## src/hw/rtl/wbja_pkg.sv

```systemverilog
// ============================================================================
// wbja_pkg
// Shared types and constants for the windowed band-join aggregator.
// ============================================================================
package wbja_pkg;

    // Default sizing
    localparam int TABLE_DEPTH_DEF = 1024;
    localparam int VALUE_BITS_DEF  = 16;

    // Fixed port field widths
    localparam int OP_W    = 2;
    localparam int FIELD_W = 16;
    localparam int CNT_OUT_W = 11;
    localparam int SPT_OUT_W = 42;
    localparam int SUM_OUT_W = 26;

    localparam logic [FIELD_W-1:0] WINDOW_RESET = 16'd5;

    // Operation codes
    localparam logic [OP_W-1:0] OP_CLEAR = 2'd0;
    localparam logic [OP_W-1:0] OP_LOAD  = 2'd1;
    localparam logic [OP_W-1:0] OP_PROBE = 2'd2;

    typedef struct packed {
        logic [OP_W-1:0]    operation;
        logic [FIELD_W-1:0] price;
        logic [FIELD_W-1:0] time_req;
        logic [FIELD_W-1:0] volume;
    } in_item_t;

    typedef struct packed {
        logic [FIELD_W-1:0]   probe_price;
        logic [FIELD_W-1:0]   probe_time;
        logic [FIELD_W-1:0]   probe_volume;
        logic [CNT_OUT_W-1:0] match_count;
        logic [SPT_OUT_W-1:0] sum_price_time;
        logic [SUM_OUT_W-1:0] sum_price;
        logic [SUM_OUT_W-1:0] sum_time;
        logic                 selected;
    } out_item_t;

    // Controller -> datapath
    typedef struct packed {
        logic clear;
        logic load;
        logic probe_start;
        logic issue;
        logic mul_start;
        logic mul_step;
        logic out_load;
    } cmd_t;

    // Datapath -> controller
    typedef struct packed {
        logic scan_done;
        logic pipe_busy;
        logic mul_done;
        logic out_free;
    } status_t;

    typedef enum logic [2:0] {
        ST_IDLE,
        ST_SCAN,
        ST_DRAIN,
        ST_MULT,
        ST_DONE
    } state_t;

endpackage

```

## src/hw/rtl/wbja_ctrl.sv

```systemverilog
// ============================================================================
// wbja_ctrl
// Sequencer: accepts operations, walks the table scan, the serial multiply
// and the result hand-off.
// ============================================================================
module wbja_ctrl (
    input  logic                       aclk,
    input  logic                       aresetn,
    input  logic                       s_valid,
    output logic                       s_ready,
    input  logic [wbja_pkg::OP_W-1:0]  op,
    input  wbja_pkg::status_t          status,
    output wbja_pkg::cmd_t             cmd
);

    wbja_pkg::state_t state_reg, state_next;

    always_ff @(posedge aclk) begin
        if (!aresetn) begin
            state_reg <= wbja_pkg::ST_IDLE;
        end else begin
            state_reg <= state_next;
        end
    end

    always_comb begin
        state_next = state_reg;
        cmd        = '0;
        s_ready    = 1'b0;
        unique case (state_reg)
            wbja_pkg::ST_IDLE: begin
                s_ready = 1'b1;
                if (s_valid) begin
                    unique case (op)
                        wbja_pkg::OP_CLEAR: cmd.clear = 1'b1;
                        wbja_pkg::OP_LOAD:  cmd.load  = 1'b1;
                        wbja_pkg::OP_PROBE: begin
                            cmd.probe_start = 1'b1;
                            state_next      = wbja_pkg::ST_SCAN;
                        end
                        default: ;  // unused code: dropped
                    endcase
                end
            end
            wbja_pkg::ST_SCAN: begin
                if (status.scan_done) begin
                    state_next = wbja_pkg::ST_DRAIN;
                end else begin
                    cmd.issue = 1'b1;
                end
            end
            wbja_pkg::ST_DRAIN: begin
                if (!status.pipe_busy) begin
                    cmd.mul_start = 1'b1;
                    state_next    = wbja_pkg::ST_MULT;
                end
            end
            wbja_pkg::ST_MULT: begin
                if (status.mul_done) begin
                    state_next = wbja_pkg::ST_DONE;
                end else begin
                    cmd.mul_step = 1'b1;
                end
            end
            wbja_pkg::ST_DONE: begin
                if (status.out_free) begin
                    cmd.out_load = 1'b1;
                    state_next   = wbja_pkg::ST_IDLE;
                end
            end
            default: state_next = wbja_pkg::ST_IDLE;
        endcase
    end

endmodule

```

## config.mk

```make
export PLATFORM = sky130hd
export DESIGN_NAME = wbja_ctrl
export DESIGN_NICKNAME = d
export VERILOG_FILES = /design/src/hw/rtl/wbja_pkg.sv /design/src/hw/rtl/wbja_ctrl.sv
export SDC_FILE = /design/constraint.sdc
export NUM_CORES = 1
export LEC_CHECK = 0
export CELL_PAD_IN_SITES_DETAIL_PLACEMENT = 0
export CELL_PAD_IN_SITES_GLOBAL_PLACEMENT = 1
export CORE_AREA = 2 2 39 41
export DETAILED_ROUTE_END_ITERATION = 10
export DIE_AREA = 0 0 41 43
export DONT_BUFFER_PORTS = 1
export PLACE_DENSITY = 0.39
export SETUP_SLACK_MARGIN = 0.05
export SLEW_MARGIN = 20
export SYNTH_ARGS = -nofsm -noshare
export SYNTH_HDL_FRONTEND = slang
export SYNTH_SLANG_ARGS = --single-unit
export TNS_END_PERCENT = 1
```

## constraint.sdc

```tcl
create_clock -name aclk -period 1.1 [get_ports aclk]
set_input_delay 0.11 -clock aclk [delete_from_list [all_inputs] [get_ports aclk]]
set_output_delay 0.11 -clock aclk [all_outputs]
set_load 0.01 [all_outputs]
```

==> summary by stage <==
Routing
The average routed wire per standard cell is ~13 um. The final layout contains routed wiring with a total length of about 700 um. Across all layers, the routed design uses 264 vias. The number of DRC markers in iteration 0 is 3.

In this run the remaining antenna-violating nets after routing total 0. After detailed routing, the number of vias per cell comes to 4.80. The count of unresolved DRC violations after routing is 0. For this run, the detailed router's first-pass iteration total came to 4.

Yosys
The Yosys step of the flow raised 0 warnings. After synthesis, the mean cell area works out to between 9 and 10 um2. Of all cell types, the one taking the most synthesized area is sky130_fd_sc_hd__dfxtp_1. The fraction of post-synthesis cell area in the top cell type by area is 0.232.

The fraction of registers with async set or reset after synthesis is 0. The synthesized netlist occupies a cell area of around 260 um2. In the synthesized netlist the dominant register cell turns out to be sky130_fd_sc_hd__dfxtp_1. In the post-synthesis netlist, the biggest area contributors are sky130_fd_sc_hd__dfxtp_1, sky130_fd_sc_hd__and4bb_1, sky130_fd_sc_hd__buf_6. Of the synthesized area, sequential elements account for 0.232.

The number of nets handed over by synthesis was 37. Yosys mapped a number of flops with a built-in enable equal to 0. The synthesized netlist cell count is 28. The post-synthesis register bit count is 3. In the post-synthesis netlist, the cell with the most instances is sky130_fd_sc_hd__dfxtp_1. The post-synthesis cell type count is 19.

Layout
Relative to the synthesized area, the layout overhead comes to 57.0%. In the final layout, the share of cells above drive strength 1 is 0.564. The area of all sequential standard cells is 66.3 um2.

The register with the most flip-flops in the layout has 3 of them. The antenna diode instance count is 0. The count of cells in the finished layout, fillers not included, comes to 55.

After the last flow step, the layout net total stands at 49. The combined area of the multi-input logic cells is 213 um2. The layout has 156 filler cells.

Pwr
The total power per unit cell area is 979 nW/um2. The total power is approximately 0.00040 W. For this design the static power due to leakage is roughly 0.16 nW. The worst-case IR drop observed on VDD is ~330 uV.

Outcome
The final reports fail on setup timing. The run finished, with violations left.

Worst hold path
The worst hold path belongs to the class in -> reg. The hold path depth is 2. For hold timing, the worst endpoint is state_reg[1]$_SDFFE_PN0P_. The beginning of the worst hold path is status[3].

Clock tree
The cell at the root of the clock tree is sky130_fd_sc_hd__clkbuf_4. The longest clock path from root to sink contains 2 buffers. The number of clock sinks seen by CTS is 3. The number of buffers created by CTS is 3. Once the clock tree was built, the setup fixing pass inserted 0 buffers. In this run the number of H-tree levels came out at 1. The latest clock arrival within the worst-skew pair is 0.24 ns. The clock-pin slew of the registers on the worst-case setup and hold paths is roughly 0.040 ns. The TritonCTS clock tree is built.

Timing
At the pin with the least slew margin, the transition time is around 0.28 ns. The count of final setup violators is 7. The hold violation count in the final report is 0. The tightest hold margin is 0.0619 ns. In the finished design, the share of the clock period the worst path needs comes to 1.11. On the final layout, the worst clock skew is 0.00802 ns. The accumulated negative setup slack is -0.548 ns. Derived from the worst setup path, the maximum achievable clock frequency is 0.822 GHz. The worst-case setup margin in the final layout is -0.117 ns. Measured against its own limit, the worst slew margin works out to 0.808. The shortest period the worst path allows is 1.22 ns.

Setup repair after global routing could not meet its margin everywhere. The number of pins with negative max-slew slack in the final report is 0.

Placed design
In this run, placement finished with an instance count of 50. The post-detailed-placement half-perimeter wirelength is 519 um. The final weighted congestion of routability-driven global placement is ~0.73. The number of port buffers is 0.

OpenSTA, run right after detailed placement, puts the worst setup slack at just over 0.08 ns.

Floorplanning
The floorplan die area is 1760 um2. The horizontal extent of the die is approximately 41 um. Pin placement for this block handled 17 I/O pins.

The floorplan has 14 rows. For this configuration, the core starts out at a cell density of 0.187. The placeable core area is about 1400 um2. The chip height is 43 um.

GRT
The wire length of the first global-routing pass is 1160 um. After global routing the overflow that remains totals 0. The pin count of the biggest net entering global routing is 8. The number of antenna violations at the first check in global routing came to 0.

For this run, the total global-route usage over all layers was measured as 0.0995. The via count of the first global-routing pass was 281.

Setup path
The kind of start point of the critical path is a flop. For the worst setup path, the data arrival time is between 1 and 1.5 ns. The largest fanout on the critical path is 6.

Data on the critical path is required at its endpoint by 0.99 ns. The setup slack on the worst flop-to-flop path is 0.13 ns. The number of cells on the worst reg-to-reg path is 3. The slowest library cell on the worst path is sky130_fd_sc_hd__dfxtp_4. The number of buffers and inverters on the critical path is 0.

The endpoint of the worst register-to-register path is state_reg[2]$_SDFFE_PN0P_. The launch instance of the worst register-to-register path is state_reg[0]$_SDFFE_PN0P_. The delay of the slowest cell on the worst path is 0.37 ns. Among cell families on the critical path, the largest total delay comes from simple AND/OR/NAND/NOR gates. The endpoint kind of the worst setup timing path is an output port. The setup path with the least slack is of type reg -> out. Walking the worst path, the cells encountered are nor3_4 > and4bb_1.

Flow run
The number of max-cap violations is 0.
## cell usage in the layout, fill, tap and decap left out, types with 2 or more instances in the layout
cell                       n
sky130_fd_sc_hd__buf_4     6
sky130_fd_sc_hd__clkbuf_4  3
sky130_fd_sc_hd__and4b_1   2
sky130_fd_sc_hd__nor3b_2   2
sky130_fd_sc_hd__and4bb_1  2
sky130_fd_sc_hd__nand2_1   2
sky130_fd_sc_hd__buf_6     2
sky130_fd_sc_hd__dfxtp_2   2
## through the flow
stage	util	cell area [um2]
after floorplan	-	259
after global placement	0.229	317
after detailed placement	0.229	317
after CTS	0.276	382
after global routing	0.294	407
final	0.294	407
## layer usage
| layer | vias up | global-route usage | wire [um] |
|---|---|---|---|
| met5 | - | 0 | 0 |
| met4 | 0 | 0.100 | 14 |
| met3 | 2 | 0.0366 | 68 |
| met2 | 16 | 0.141 | 336 |
| met1 | 117 | 0.103 | 280 |
| li1 | 129 | - | - |
## worst max-delay path by stage
stage	startpoint	endpoint	cells past startpoint	slack, ns
floorplan	state_reg[1]$_SDFFE_PN0P_	cmd[6]	3	0.07
global placement	state_reg[0]$_SDFFE_PN0P_	cmd[0]	3	0.09
detailed placement	state_reg[1]$_SDFFE_PN0P_	cmd[1]	3	0.08
CTS	state_reg[0]$_SDFFE_PN0P_	cmd[0]	3	-0.16
global route	state_reg[0]$_SDFFE_PN0P_	cmd[6]	3	-0.20
finish	state_reg[1]$_SDFFE_PN0P_	cmd[6]	2	-0.12
## layout make-up
class | count | share of cell area
inverter | 1 | 0.00923
tap | 16 | 0.0492
clock buffer | 4 | 0.0646
sequential | 3 | 0.163
timing repair buffer | 9 | 0.191
multi-input combinational | 22 | 0.523
## power breakdown
part | total [W] | internal [W] | switching [W]
logic | 0.0000757 | 0.0000422 | 0.0000335
registers | 0.000120 | 0.000112 | 0.00000725
clock network | 0.000203 | 0.000137 | 0.0000662
## logic make-up after synthesis
group                  count (synthesis)  synth area share
buffers and inverters                  3             0.101
and+or+nand+nor                       18             0.551
DFF                                    3             0.232
AOI/OAI and AO/OA                      4             0.116
## repair_timing
| item | in CTS | in global routing |
|---|---|---|
| hold buffers | 1 | 0 |
| setup endpoints to repair | 8 | 9 |
| hold endpoints to repair | 1 | 0 |
| gates resized for setup | 9 | 4 |
| pin swaps | 4 | 3 |
## worst reg2reg max path, cell delays in order, from the launching register on
cell                      delay (ns)
sky130_fd_sc_hd__dfxtp_2        0.33
sky130_fd_sc_hd__buf_6          0.13
sky130_fd_sc_hd__nor4b_1        0.31
sky130_fd_sc_hd__o21a_1         0.15
Power figures use the tool's default switching activity.
